**config.mk**
```make
export PLATFORM = sky130hd
export DESIGN_NAME = two_axis_stepper_position_controller_flat
export DESIGN_NICKNAME = d
export VERILOG_FILES = /design/src/stp_pkg.sv /design/src/stp_if.sv /design/src/stp_cmd_reg.sv /design/src/stp_axis.sv /design/src/two_axis_stepper_position_controller.sv /design/src/flat_wrapper.sv
export SDC_FILE = /design/constraint.sdc
export NUM_CORES = 1
export LEC_CHECK = 0
export BUFFER_PORTS_ARGS = -buffer_cell sky130_fd_sc_hd__buf_2
export CAP_MARGIN = 20
export CORE_MARGIN = 1
export CORE_UTILIZATION = 56
export DETAILED_ROUTE_END_ITERATION = 10
export PLACE_DENSITY = 0.83
export SLEW_MARGIN = 10
export SYNTH_ARGS = -nofsm -noshare
export SYNTH_HDL_FRONTEND = slang
export SYNTH_SLANG_ARGS = --single-unit
```
**constraint.sdc**
```tcl
create_clock -name clk -period 5.4 [get_ports clk]
set_input_delay 1.62 -clock clk [delete_from_list [all_inputs] [get_ports clk]]
set_output_delay 1.62 -clock clk [all_outputs]
set_load 0.05 [all_outputs]
```
**src/stp_pkg.sv**
```systemverilog
`default_nettype none
// ----------------------------------------------------------------------------
// stp_pkg
// shared types, command codes, register indexes and reset values of the
// two-axis step/direction position controller
// ----------------------------------------------------------------------------
package stp_pkg;

    localparam int CMD_WIDTH     = 3;
    localparam int GOAL_WIDTH    = 24;
    localparam int SPEED_WIDTH   = 8;
    localparam int RATE_WIDTH    = 12;
    localparam int POS_WIDTH_DEF = 24;
    localparam int CFG_IDX_WIDTH = 3;
    localparam int CFG_DAT_WIDTH = 24;

    // command codes
    localparam logic [CMD_WIDTH-1:0] CMD_TICK     = 3'd0;
    localparam logic [CMD_WIDTH-1:0] CMD_SET      = 3'd1;
    localparam logic [CMD_WIDTH-1:0] CMD_JOG_PAN  = 3'd2;
    localparam logic [CMD_WIDTH-1:0] CMD_JOG_TILT = 3'd3;
    localparam logic [CMD_WIDTH-1:0] CMD_HOME     = 3'd4;
    localparam logic [CMD_WIDTH-1:0] CMD_ESTOP    = 3'd5;
    localparam logic [CMD_WIDTH-1:0] CMD_ENABLE   = 3'd6;

    // configuration register indexes
    localparam logic [CFG_IDX_WIDTH-1:0] REG_PAN_MIN  = 3'd0;
    localparam logic [CFG_IDX_WIDTH-1:0] REG_PAN_MAX  = 3'd1;
    localparam logic [CFG_IDX_WIDTH-1:0] REG_TILT_MIN = 3'd2;
    localparam logic [CFG_IDX_WIDTH-1:0] REG_TILT_MAX = 3'd3;
    localparam logic [CFG_IDX_WIDTH-1:0] REG_PAN_INV  = 3'd4;
    localparam logic [CFG_IDX_WIDTH-1:0] REG_EN_HIGH  = 3'd5;

    localparam logic signed [GOAL_WIDTH-1:0] PAN_MIN_RST  = -24'sd8000;
    localparam logic signed [GOAL_WIDTH-1:0] PAN_MAX_RST  = 24'sd8000;
    localparam logic signed [GOAL_WIDTH-1:0] TILT_MIN_RST = -24'sd2000;
    localparam logic signed [GOAL_WIDTH-1:0] TILT_MAX_RST = 24'sd2000;

    localparam int RATE_BASE  = 2250;
    localparam int RATE_SLOPE = 105;
    localparam int SPEED_MAX  = 20;

    typedef struct packed {
        logic [CMD_WIDTH-1:0]          cmd;
        logic signed [GOAL_WIDTH-1:0]  pan_goal;
        logic signed [GOAL_WIDTH-1:0]  tilt_goal;
        logic                          jog_positive;
        logic [SPEED_WIDTH-1:0]        jog_speed;
        logic                          enable_value;
    } stp_cmd_t;

    // per-axis controls for one committed request
    typedef struct packed {
        logic tick;
        logic set;
        logic jog;
        logic home;
        logic estop;
    } stp_ctrl_t;

    // speed clamped to 1..20, so the rate never falls below 150
    function automatic logic [RATE_WIDTH-1:0] jog_rate(input logic [SPEED_WIDTH-1:0] speed);
        logic [4:0]            s;
        logic [RATE_WIDTH-1:0] prod;
        if (speed == '0)
            s = 5'd1;
        else if (speed > SPEED_WIDTH'(SPEED_MAX))
            s = 5'(SPEED_MAX);
        else
            s = speed[4:0];
        prod = RATE_WIDTH'(s) * RATE_WIDTH'(RATE_SLOPE);
        return RATE_WIDTH'(RATE_BASE) - prod;
    endfunction

endpackage
`default_nettype wire

```
**src/stp_if.sv**
```systemverilog
`default_nettype none
// ----------------------------------------------------------------------------
// stp_if
// valid/ready channels of the controller: command requests in, results out
// ----------------------------------------------------------------------------
interface stp_cmd_if;
    logic               valid;
    logic               ready;
    logic [2:0]         cmd;
    logic signed [23:0] pan_goal;
    logic signed [23:0] tilt_goal;
    logic               jog_positive;
    logic [7:0]         jog_speed;
    logic               enable_value;

    modport source (output valid, cmd, pan_goal, tilt_goal, jog_positive, jog_speed,
                    enable_value, input ready);
    modport sink   (input valid, cmd, pan_goal, tilt_goal, jog_positive, jog_speed,
                    enable_value, output ready);
endinterface

interface stp_res_if;
    logic               valid;
    logic               ready;
    logic               pan_step_pulse;
    logic               pan_dir_level;
    logic               tilt_step_pulse;
    logic               tilt_dir_level;
    logic               enable_pin_level;
    logic signed [23:0] pan_now;
    logic signed [23:0] tilt_now;
    logic               stop_latched;
    logic [11:0]        pan_rate_out;
    logic [11:0]        tilt_rate_out;

    modport source (output valid, pan_step_pulse, pan_dir_level, tilt_step_pulse,
                    tilt_dir_level, enable_pin_level, pan_now, tilt_now, stop_latched,
                    pan_rate_out, tilt_rate_out, input ready);
    modport sink   (input valid, pan_step_pulse, pan_dir_level, tilt_step_pulse,
                    tilt_dir_level, enable_pin_level, pan_now, tilt_now, stop_latched,
                    pan_rate_out, tilt_rate_out, output ready);
endinterface
`default_nettype wire

```
**src/stp_cmd_reg.sv**
```systemverilog
`default_nettype none
// ----------------------------------------------------------------------------
// stp_cmd_reg
// input register stage: holds one request until the result stage takes it
// ----------------------------------------------------------------------------
module stp_cmd_reg (
    input  wire logic              clk,
    input  wire logic              rst_n,
    input  wire logic              in_valid,
    output logic                   in_ready,
    input  wire stp_pkg::stp_cmd_t in_item,
    input  wire logic              take,
    output logic                   valid,
    output stp_pkg::stp_cmd_t      item
);
    import stp_pkg::*;

    logic      valid_reg;
    logic      valid_next;
    stp_cmd_t  item_reg;

    assign in_ready = !valid_reg || take;

    always_comb
    begin
        valid_next = valid_reg;
        if (in_valid && in_ready)
            valid_next = 1'b1;
        else if (take)
            valid_next = 1'b0;
    end

    always_ff @(posedge clk or negedge rst_n)
    begin
        if (!rst_n)
            valid_reg <= 1'b0;
        else
            valid_reg <= valid_next;
    end

    always_ff @(posedge clk)
    begin
        if (in_valid && in_ready)
            item_reg <= in_item;
    end

    assign valid = valid_reg;
    assign item  = item_reg;

endmodule
`default_nettype wire

```
**src/stp_axis.sv**
```systemverilog
`default_nettype none
// ----------------------------------------------------------------------------
// stp_axis
// one axis: position, target, direction pin and jog rate, with the next
// values for the request being committed
// ----------------------------------------------------------------------------
module stp_axis #(
    parameter int POS_WIDTH = stp_pkg::POS_WIDTH_DEF
) (
    input  wire logic                               clk,
    input  wire logic                               rst_n,
    input  wire logic                               commit,
    input  wire stp_pkg::stp_ctrl_t                 ctrl,
    input  wire logic signed [stp_pkg::GOAL_WIDTH-1:0] goal,
    input  wire logic signed [stp_pkg::GOAL_WIDTH-1:0] lo_bound,
    input  wire logic signed [stp_pkg::GOAL_WIDTH-1:0] hi_bound,
    input  wire logic                               jog_positive,
    input  wire logic                               invert,
    input  wire logic [stp_pkg::RATE_WIDTH-1:0]     rate_new,
    output logic signed [POS_WIDTH-1:0]             pos_next,
    output logic                                    dir_next,
    output logic                                    pulse,
    output logic [stp_pkg::RATE_WIDTH-1:0]          rate_next
);
    import stp_pkg::*;

    localparam logic [POS_WIDTH-1:0] ONE = {{(POS_WIDTH-1){1'b0}}, 1'b1};

    logic signed [POS_WIDTH-1:0]  pos_reg;
    logic signed [POS_WIDTH-1:0]  tgt_reg;
    logic signed [POS_WIDTH-1:0]  tgt_next;
    logic                         dir_reg;
    logic [RATE_WIDTH-1:0]        rate_reg;
    logic signed [GOAL_WIDTH-1:0] lo_clamped;
    logic signed [GOAL_WIDTH-1:0] clamped;
    logic signed [GOAL_WIDTH-1:0] jog_limit;

    // crossed limits: the max clamp wins
    assign lo_clamped = (goal < lo_bound) ? lo_bound : goal;
    assign clamped    = (lo_clamped > hi_bound) ? hi_bound : lo_clamped;
    assign jog_limit  = jog_positive ? hi_bound : lo_bound;

    always_comb
    begin
        pos_next  = pos_reg;
        tgt_next  = tgt_reg;
        dir_next  = dir_reg;
        rate_next = rate_reg;
        pulse     = 1'b0;
        if (ctrl.tick)
        begin
            if (pos_reg < tgt_reg)
            begin
                pos_next = pos_reg + ONE;
                dir_next = !invert;
                pulse    = 1'b1;
            end
            else if (pos_reg > tgt_reg)
            begin
                pos_next = pos_reg - ONE;
                dir_next = invert;
                pulse    = 1'b1;
            end
        end
        if (ctrl.set)
            tgt_next = POS_WIDTH'(clamped);
        if (ctrl.jog)
        begin
            tgt_next  = POS_WIDTH'(jog_limit);
            rate_next = rate_new;
        end
        if (ctrl.home)
        begin
            pos_next  = '0;
            tgt_next  = '0;
            rate_next = '0;
        end
        if (ctrl.estop)
        begin
            tgt_next  = pos_reg;
            rate_next = '0;
        end
    end

    always_ff @(posedge clk or negedge rst_n)
    begin
        if (!rst_n)
        begin
            pos_reg  <= '0;
            tgt_reg  <= '0;
            dir_reg  <= 1'b0;
            rate_reg <= '0;
        end
        else if (commit)
        begin
            pos_reg  <= pos_next;
            tgt_reg  <= tgt_next;
            dir_reg  <= dir_next;
            rate_reg <= rate_next;
        end
    end

endmodule
`default_nettype wire

```
**src/two_axis_stepper_position_controller.sv**
```systemverilog
`default_nettype none
// ----------------------------------------------------------------------------
// two_axis_stepper_position_controller
// pan/tilt step and direction generator with targets, jogs, home and stop
// ----------------------------------------------------------------------------
// usage:
//   cmd_ch carries one command request per handshake (tick, set targets,
//   jog pan, jog tilt, home, emergency stop, driver enable); res_ch returns
//   exactly one result per request: step pulses, held direction levels,
//   enable pin level, positions, stop flag and jog rates.
//   the limits, pan direction inversion and enable polarity are written
//   through cfg_we/cfg_index/cfg_data while no request is in flight.
// timing:
//   a request accepted into the input register is committed and its result
//   loaded into the result register as soon as that register is free or
//   being taken. one request is taken every cycle while the result is not
//   stalled; each axis does a compare and an increment per request.
// reset:
//   positions, targets, rates and stop flag clear, drivers come up on,
//   limits take -8000/8000 (pan) and -2000/2000 (tilt).
// stall:
//   a stalled result holds in the result register; the input register still
//   takes one more request, then ready drops until the result is taken.
// ----------------------------------------------------------------------------
module two_axis_stepper_position_controller #(
    parameter int POS_WIDTH = stp_pkg::POS_WIDTH_DEF
) (
    input  wire logic                                 clk,
    input  wire logic                                 rst_n,
    stp_cmd_if.sink                                   cmd_ch,
    stp_res_if.source                                 res_ch,
    input  wire logic                                 cfg_we,
    input  wire logic [stp_pkg::CFG_IDX_WIDTH-1:0]    cfg_index,
    input  wire logic [stp_pkg::CFG_DAT_WIDTH-1:0]    cfg_data
);
    import stp_pkg::*;

    // configuration
    logic signed [GOAL_WIDTH-1:0] pan_min_reg;
    logic signed [GOAL_WIDTH-1:0] pan_max_reg;
    logic signed [GOAL_WIDTH-1:0] tilt_min_reg;
    logic signed [GOAL_WIDTH-1:0] tilt_max_reg;
    logic                         pan_inv_reg;
    logic                         en_high_reg;

    // request stage
    stp_cmd_t  in_item;
    stp_cmd_t  cur;
    logic      cur_valid;
    logic      take;
    logic      commit;

    // shared state
    logic      drivers_on_reg;
    logic      drivers_on_next;
    logic      stop_reg;
    logic      stop_next;
    stp_ctrl_t pan_ctrl;
    stp_ctrl_t tilt_ctrl;
    logic [RATE_WIDTH-1:0] rate_new;

    // axis outputs
    logic signed [POS_WIDTH-1:0] pan_pos_next;
    logic signed [POS_WIDTH-1:0] tilt_pos_next;
    logic                        pan_dir_next;
    logic                        tilt_dir_next;
    logic                        pan_pulse;
    logic                        tilt_pulse;
    logic [RATE_WIDTH-1:0]       pan_rate_next;
    logic [RATE_WIDTH-1:0]       tilt_rate_next;

    // result register
    logic                         res_valid_reg;
    logic                         pan_pulse_reg;
    logic                         pan_dir_reg;
    logic                         tilt_pulse_reg;
    logic                         tilt_dir_reg;
    logic                         en_pin_reg;
    logic signed [GOAL_WIDTH-1:0] pan_now_reg;
    logic signed [GOAL_WIDTH-1:0] tilt_now_reg;
    logic                         stop_out_reg;
    logic [RATE_WIDTH-1:0]        pan_rate_reg;
    logic [RATE_WIDTH-1:0]        tilt_rate_reg;

    always_ff @(posedge clk or negedge rst_n)
    begin
        if (!rst_n)
        begin
            pan_min_reg  <= PAN_MIN_RST;
            pan_max_reg  <= PAN_MAX_RST;
            tilt_min_reg <= TILT_MIN_RST;
            tilt_max_reg <= TILT_MAX_RST;
            pan_inv_reg  <= 1'b0;
            en_high_reg  <= 1'b0;
        end
        else if (cfg_we)
        begin
            unique case (cfg_index)
                REG_PAN_MIN:  pan_min_reg  <= cfg_data[GOAL_WIDTH-1:0];
                REG_PAN_MAX:  pan_max_reg  <= cfg_data[GOAL_WIDTH-1:0];
                REG_TILT_MIN: tilt_min_reg <= cfg_data[GOAL_WIDTH-1:0];
                REG_TILT_MAX: tilt_max_reg <= cfg_data[GOAL_WIDTH-1:0];
                REG_PAN_INV:  pan_inv_reg  <= cfg_data[0];
                REG_EN_HIGH:  en_high_reg  <= cfg_data[0];
                default: ;
            endcase
        end
    end

    assign in_item.cmd          = cmd_ch.cmd;
    assign in_item.pan_goal     = cmd_ch.pan_goal;
    assign in_item.tilt_goal    = cmd_ch.tilt_goal;
    assign in_item.jog_positive = cmd_ch.jog_positive;
    assign in_item.jog_speed    = cmd_ch.jog_speed;
    assign in_item.enable_value = cmd_ch.enable_value;

    assign take   = !res_valid_reg || res_ch.ready;
    assign commit = cur_valid && take;

    stp_cmd_reg u_cmd (
        .clk      (clk),
        .rst_n    (rst_n),
        .in_valid (cmd_ch.valid),
        .in_ready (cmd_ch.ready),
        .in_item  (in_item),
        .take     (take),
        .valid    (cur_valid),
        .item     (cur)
    );

    assign rate_new = jog_rate(cur.jog_speed);

    always_comb
    begin
        pan_ctrl        = '0;
        tilt_ctrl       = '0;
        drivers_on_next = drivers_on_reg;
        stop_next       = stop_reg;
        unique case (cur.cmd)
            CMD_TICK:
            begin
                pan_ctrl.tick  = drivers_on_reg && !stop_reg;
                tilt_ctrl.tick = drivers_on_reg && !stop_reg;
            end
            CMD_SET:
            begin
                pan_ctrl.set  = !stop_reg;
                tilt_ctrl.set = !stop_reg;
            end
            CMD_JOG_PAN:  pan_ctrl.jog  = !stop_reg;
            CMD_JOG_TILT: tilt_ctrl.jog = !stop_reg;
            CMD_HOME:
            begin
                pan_ctrl.home  = 1'b1;
                tilt_ctrl.home = 1'b1;
                stop_next      = 1'b0;
            end
            CMD_ESTOP:
            begin
                pan_ctrl.estop  = 1'b1;
                tilt_ctrl.estop = 1'b1;
                stop_next       = 1'b1;
            end
            CMD_ENABLE:   drivers_on_next = cur.enable_value;
            default: ;
        endcase
    end

    stp_axis #(
        .POS_WIDTH (POS_WIDTH)
    ) u_pan (
        .clk          (clk),
        .rst_n        (rst_n),
        .commit       (commit),
        .ctrl         (pan_ctrl),
        .goal         (cur.pan_goal),
        .lo_bound     (pan_min_reg),
        .hi_bound     (pan_max_reg),
        .jog_positive (cur.jog_positive),
        .invert       (pan_inv_reg),
        .rate_new     (rate_new),
        .pos_next     (pan_pos_next),
        .dir_next     (pan_dir_next),
        .pulse        (pan_pulse),
        .rate_next    (pan_rate_next)
    );

    stp_axis #(
        .POS_WIDTH (POS_WIDTH)
    ) u_tilt (
        .clk          (clk),
        .rst_n        (rst_n),
        .commit       (commit),
        .ctrl         (tilt_ctrl),
        .goal         (cur.tilt_goal),
        .lo_bound     (tilt_min_reg),
        .hi_bound     (tilt_max_reg),
        .jog_positive (cur.jog_positive),
        .invert       (1'b0),
        .rate_new     (rate_new),
        .pos_next     (tilt_pos_next),
        .dir_next     (tilt_dir_next),
        .pulse        (tilt_pulse),
        .rate_next    (tilt_rate_next)
    );

    always_ff @(posedge clk or negedge rst_n)
    begin
        if (!rst_n)
        begin
            drivers_on_reg <= 1'b1;
            stop_reg       <= 1'b0;
            res_valid_reg  <= 1'b0;
        end
        else
        begin
            if (commit)
            begin
                drivers_on_reg <= drivers_on_next;
                stop_reg       <= stop_next;
            end
            if (commit)
                res_valid_reg <= 1'b1;
            else if (res_ch.ready)
                res_valid_reg <= 1'b0;
        end
    end

    always_ff @(posedge clk)
    begin
        if (commit)
        begin
            pan_pulse_reg  <= pan_pulse;
            pan_dir_reg    <= pan_dir_next;
            tilt_pulse_reg <= tilt_pulse;
            tilt_dir_reg   <= tilt_dir_next;
            en_pin_reg     <= en_high_reg ? drivers_on_next : !drivers_on_next;
            pan_now_reg    <= GOAL_WIDTH'(pan_pos_next);
            tilt_now_reg   <= GOAL_WIDTH'(tilt_pos_next);
            stop_out_reg   <= stop_next;
            pan_rate_reg   <= pan_rate_next;
            tilt_rate_reg  <= tilt_rate_next;
        end
    end

    assign res_ch.valid            = res_valid_reg;
    assign res_ch.pan_step_pulse   = pan_pulse_reg;
    assign res_ch.pan_dir_level    = pan_dir_reg;
    assign res_ch.tilt_step_pulse  = tilt_pulse_reg;
    assign res_ch.tilt_dir_level   = tilt_dir_reg;
    assign res_ch.enable_pin_level = en_pin_reg;
    assign res_ch.pan_now          = pan_now_reg;
    assign res_ch.tilt_now         = tilt_now_reg;
    assign res_ch.stop_latched     = stop_out_reg;
    assign res_ch.pan_rate_out     = pan_rate_reg;
    assign res_ch.tilt_rate_out    = tilt_rate_reg;

    // a latched stop never coexists with a step
    assert property (@(posedge clk) disable iff (!rst_n)
        res_valid_reg && stop_out_reg |-> !pan_pulse_reg && !tilt_pulse_reg)
        else $error("step pulse reported while stop latched");

    // a request waiting on a stalled result stage is kept intact
    assert property (@(posedge clk) disable iff (!rst_n)
        cur_valid && !take |=> cur_valid && $stable(cur))
        else $error("pending request lost or changed");

    // home always reports zero positions and a cleared stop
    assert property (@(posedge clk) disable iff (!rst_n)
        commit && cur.cmd == CMD_HOME |=> pan_now_reg == '0 && tilt_now_reg == '0
            && !stop_out_reg && pan_rate_reg == '0 && tilt_rate_reg == '0)
        else $error("home result not cleared");

    // emergency stop always latches and zeroes both rates
    assert property (@(posedge clk) disable iff (!rst_n)
        commit && cur.cmd == CMD_ESTOP |=> stop_reg && stop_out_reg
            && pan_rate_reg == '0 && tilt_rate_reg == '0)
        else $error("emergency stop not latched");

endmodule
`default_nettype wire
```
**src/flat_wrapper.sv**
```systemverilog
// flat-port wrapper written by rule: the top's interface ports become plain ports
module two_axis_stepper_position_controller_flat import stp_pkg::*;
#(
    parameter int POS_WIDTH = stp_pkg::POS_WIDTH_DEF
)
  (clk, rst_n, cfg_we, cfg_index, cfg_data, cmd_ch_valid, cmd_ch_cmd, cmd_ch_pan_goal, cmd_ch_tilt_goal, cmd_ch_jog_positive, cmd_ch_jog_speed, cmd_ch_enable_value, cmd_ch_ready, res_ch_valid, res_ch_pan_step_pulse, res_ch_pan_dir_level, res_ch_tilt_step_pulse, res_ch_tilt_dir_level, res_ch_enable_pin_level, res_ch_pan_now, res_ch_tilt_now, res_ch_stop_latched, res_ch_pan_rate_out, res_ch_tilt_rate_out, res_ch_ready);
  stp_cmd_if cmd_ch_i ();
  stp_res_if res_ch_i ();
  input  wire logic clk;
  input  wire logic rst_n;
  input  wire logic cfg_we;
  input  wire logic [stp_pkg::CFG_IDX_WIDTH-1:0] cfg_index;
  input  wire logic [stp_pkg::CFG_DAT_WIDTH-1:0] cfg_data;
  input wire logic [$bits(cmd_ch_i.valid)-1:0] cmd_ch_valid;
  input wire logic [$bits(cmd_ch_i.cmd)-1:0] cmd_ch_cmd;
  input wire logic [$bits(cmd_ch_i.pan_goal)-1:0] cmd_ch_pan_goal;
  input wire logic [$bits(cmd_ch_i.tilt_goal)-1:0] cmd_ch_tilt_goal;
  input wire logic [$bits(cmd_ch_i.jog_positive)-1:0] cmd_ch_jog_positive;
  input wire logic [$bits(cmd_ch_i.jog_speed)-1:0] cmd_ch_jog_speed;
  input wire logic [$bits(cmd_ch_i.enable_value)-1:0] cmd_ch_enable_value;
  output wire logic [$bits(cmd_ch_i.ready)-1:0] cmd_ch_ready;
  output wire logic [$bits(res_ch_i.valid)-1:0] res_ch_valid;
  output wire logic [$bits(res_ch_i.pan_step_pulse)-1:0] res_ch_pan_step_pulse;
  output wire logic [$bits(res_ch_i.pan_dir_level)-1:0] res_ch_pan_dir_level;
  output wire logic [$bits(res_ch_i.tilt_step_pulse)-1:0] res_ch_tilt_step_pulse;
  output wire logic [$bits(res_ch_i.tilt_dir_level)-1:0] res_ch_tilt_dir_level;
  output wire logic [$bits(res_ch_i.enable_pin_level)-1:0] res_ch_enable_pin_level;
  output wire logic [$bits(res_ch_i.pan_now)-1:0] res_ch_pan_now;
  output wire logic [$bits(res_ch_i.tilt_now)-1:0] res_ch_tilt_now;
  output wire logic [$bits(res_ch_i.stop_latched)-1:0] res_ch_stop_latched;
  output wire logic [$bits(res_ch_i.pan_rate_out)-1:0] res_ch_pan_rate_out;
  output wire logic [$bits(res_ch_i.tilt_rate_out)-1:0] res_ch_tilt_rate_out;
  input wire logic [$bits(res_ch_i.ready)-1:0] res_ch_ready;
  assign cmd_ch_i.valid = cmd_ch_valid;
  assign cmd_ch_i.cmd = cmd_ch_cmd;
  assign cmd_ch_i.pan_goal = cmd_ch_pan_goal;
  assign cmd_ch_i.tilt_goal = cmd_ch_tilt_goal;
  assign cmd_ch_i.jog_positive = cmd_ch_jog_positive;
  assign cmd_ch_i.jog_speed = cmd_ch_jog_speed;
  assign cmd_ch_i.enable_value = cmd_ch_enable_value;
  assign cmd_ch_ready = cmd_ch_i.ready;
  assign res_ch_valid = res_ch_i.valid;
  assign res_ch_pan_step_pulse = res_ch_i.pan_step_pulse;
  assign res_ch_pan_dir_level = res_ch_i.pan_dir_level;
  assign res_ch_tilt_step_pulse = res_ch_i.tilt_step_pulse;
  assign res_ch_tilt_dir_level = res_ch_i.tilt_dir_level;
  assign res_ch_enable_pin_level = res_ch_i.enable_pin_level;
  assign res_ch_pan_now = res_ch_i.pan_now;
  assign res_ch_tilt_now = res_ch_i.tilt_now;
  assign res_ch_stop_latched = res_ch_i.stop_latched;
  assign res_ch_pan_rate_out = res_ch_i.pan_rate_out;
  assign res_ch_tilt_rate_out = res_ch_i.tilt_rate_out;
  assign res_ch_i.ready = res_ch_ready;
  two_axis_stepper_position_controller #(.POS_WIDTH(POS_WIDTH)) u_core (.clk(clk), .rst_n(rst_n), .cmd_ch(cmd_ch_i), .res_ch(res_ch_i), .cfg_we(cfg_we), .cfg_index(cfg_index), .cfg_data(cfg_data));
endmodule
```
==> out/metrics.yaml <==
grt:
  grt_use_total_pct: 30.2
  antenna_found_initial: 0
  grt_pass1_wl_mm: 92.8
  met3_usage_pct: 5.97
  grt_start_max_net_pins: 98
  grt_use_met1_pct: 45.2
  grt-ovfl-total: 0
  gr-usage-met2_pct: 43.5
  grt_pass1_vias: 16800
  grt_busiest_layer: "met1"
route:
  drt_first_pass_iters: 6
  wl_per_cell_microns: 20.2
  ant_nets: 0
  drtIter0Drc: 1986
  drcViolationCount: 0
  drt_wl_total_mm: 59.3
  dr_total_vias: 18000
  vias_per_cell: 6.14
cts:
  numCtsBuffers: 39
  cts_tree: "yes"
  clk_pin_slew_ns: 0.06
  cts_root_buffer: "clkbuf_16"
  clock_sink_count: 363
  h-tree-depth: 2
  cts_max_path_buffers: 3
  insertion_delay_ns: 0.58
  post_cts_buffers: 0
yosys:
  async_flop_share_pct: 61.7
  synth_area_sq_um: 21800
  yosys_warnings: 0
  syn_inst: 2273
  synth_cell_types: 80
  yosysSeqAreaShare_pct: 45.1
  synth_edf_count: 139
  synth_nets: 2535
  ys.flop_type: "dfrtp_1"
  synth.avg_cell_area_sq_um: 9.59
  ys_ff_latch: 363
placement:
  place_area_sq_um: 23100
  gp_congestion: 0.960
  hpwl_mm: 42.6
  port_buffers: 172
  post-place-ws_ns: 0.233
layout:
  drive_above_1_share_pct: 17.0
  fillerInstances: 2994
  n_antenna_cell: 0
  area_growth_pct: 12.2
  finalInstanceArea_sq_um: 24400
  nets: 2657
  largest_register_ffs: 61
min_path:
  hold_path_class: "reg2reg"
worst_setup_path:
  crit_path_frequent_cell: "o21ai_0"
  crit_path_cell_trace: "inv_1 -> ha_1 -> a211oi_1 -> o211ai_1 -> and2_1 -> a31o_2 -> o21ai_0 -> a41oi_2 -> buf_12 -> mux2i_2 -> inv_1 -> ha_1 -> a21oi_1 -> o21ai_0 -> a221oi_1 -> o311a_1 -> a31oi_1 -> and2_2 -> a221oi_1 -> o21ai_0"
  cp_slowest_cell: "dfstp_2"
  crit_family: "compound AO/OA/AOI/OAI gates"
  critPathKind: "reg2reg"
  path_buf_inv: 3
  end_kind: "register"
  path_max_fanout: 23
  crit_arrival_ns: 5.54
  cpPeakStageDelay_ns: 0.53
  start_kind: "register"
  cp.required_ns: 5.82
sta:
  setup_viol: 0
  min_period_ns: 5.13
  drv_slew: 0
  layout_setup_ws_ns: 0.272
  hold_viol_final: 0
  fin_setup_tns_ns: 0
  holdWs_ns: 0.479
  slew_headroom_pct: 29.0
  fmax_mhz: 195
  skew_ns: 0.0302
  worst_pin_slew_ns: 1.04
  period_share_pct: 95.0
flow_run:
  max_cap_violations: 0
run_status:
  status: "finished, final reports clean"
floorplanning:
  ios: 173
  die_h_microns: 199
  fp.dieW_microns: 199
  fp.coreArea_sq_um: 37900
  start_util_pct: 57.4
  die_area_sq_um: 39700
  rows: 71
power_and_ir_drop:
  power_uw: 10200
  irDropWorstVdd_uv: 300
  p_per_area_nw_per_um2: 418
  leakage_uw: 0.0107
synth_stat cells, types with 5 or more instances:
cell type	n	area, sq um
a22o_1	5	43.8
o21ai_1	6	30.0
a221oi_1	29	254
mux2i_1	67	671
nand3_1	59	295
and2_1	13	81.3
dfstp_2	41	1080
dfrtp_1	183	4580
nand2b_1	12	75.1
nand2_1	200	751
a32o_1	6	60.1
inv_1	222	833
nor2_1	202	758
a21oi_1	117	586
a41oi_1	6	52.6
a31oi_1	34	213
fa_1	5	100
nor4_1	8	50.1
a31o_2	5	43.8
o21ai_0	182	911
xnor2_1	40	350
edfxtp_1	139	4170
nor3_1	31	155
o21a_1	13	97.6
o31ai_1	8	60.1
xor2_1	14	123
or4_1	7	52.6
ha_1	164	2050
and3_1	25	156
or3_1	44	275
o221ai_1	21	184
mux2_2	72	811
buf_2	14	70.1
and4_1	12	105
buf_1	7	26.3
clkbuf_1	99	372
nand4_1	39	244
a21o_1	25	188
a211oi_1	23	173
nor2b_1	12	75.1
what timing repair did:
action | in CTS | in global routing
setup endpoints to repair | 0 | 45
resized for setup | 0 | 8
hold buffers | 0 | 0
stage by stage:
step | utilization (%) | std cells
final | 64.4 | 2935
after global routing | 64.4 | 2935
after CTS | 64.3 | 2933
after detailed placement | 60.9 | 2863
after global placement | 60.9 | 2863
after floorplan | - | 2273
tightest hold or removal path, delay by kind of cell, from the launching register on:
family / cells / cell delay (ns)
flip-flops: 1 / 0.34
AND/OR/NAND/NOR: 2 / 0.10
layout make-up:
class / count / area, sq um / share of cell area (%)
Clock inverter: 20 / 216 / 0.886
Sequential cell: 363 / 9830 / 40.2
Inverter: 222 / 836 / 3.42
Multi-Input combinational cell: 1566 / 10700 / 43.8
Tap cell: 511 / 639 / 2.62
Clock buffer: 50 / 1060 / 4.33
Timing Repair Buffer: 203 / 1160 / 4.77
per-layer routing:
metal / up-vias / routed length [microns]
met2: 908 / 25500
met3: 101 / 5940
met5: - / 0
met4: 0 / 1850
li1: 8356 / -
met1: 8648 / 26000
cells by family after synthesis:
kind of cell,after synthesis,synth area share (%)
buf+inv,344,6.08
mux,139,6.80
simple gates,686,15.0
flops,363,45.1
fa+ha+maj,169,9.88
compound gates,518,14.9
xor+xnor,54,2.17
layout by cell type (no fill, tap or decap), drive strengths merged, types with 40 or more instances in the layout:
master / count
inv: 223
nor2: 203
buf: 203
nand2: 202
o21ai: 189
dfrtp: 183
ha: 164
edfxtp: 139
a21oi: 117
mux2: 72
mux2i: 67
nand3: 59
clkbuf: 50
or3: 45
dfstp: 41
xnor2: 40
final timing paths:
path / start / end / slack, ns / cells past startpoint
worst max-delay path: u_core.tilt_min_reg[23] / u_core.u_tilt.tgt_reg[2] / 0.27 / 20
worst min-delay path: u_core.u_tilt.rate_reg[4] / u_core.u_tilt.rate_reg[4] / 0.48 / 2
worst max register to register: u_core.tilt_min_reg[23] / u_core.u_tilt.tgt_reg[2] / 0.27 / 20
worst min register to register: u_core.u_tilt.rate_reg[4] / u_core.u_tilt.rate_reg[4] / 0.48 / 2
max in group asynchronous: rst_n / u_core.u_tilt.tgt_reg[5] / 3.21 / 2
min in group asynchronous: rst_n / u_core.tilt_max_reg[19] / 1.06 / 1
power breakdown:
part	internal, uW	switching [uW]
clock	1580	1130
sequential	3480	476
combinational	1330	2210
No activity file was read; power rests on OpenSTA's default activity.
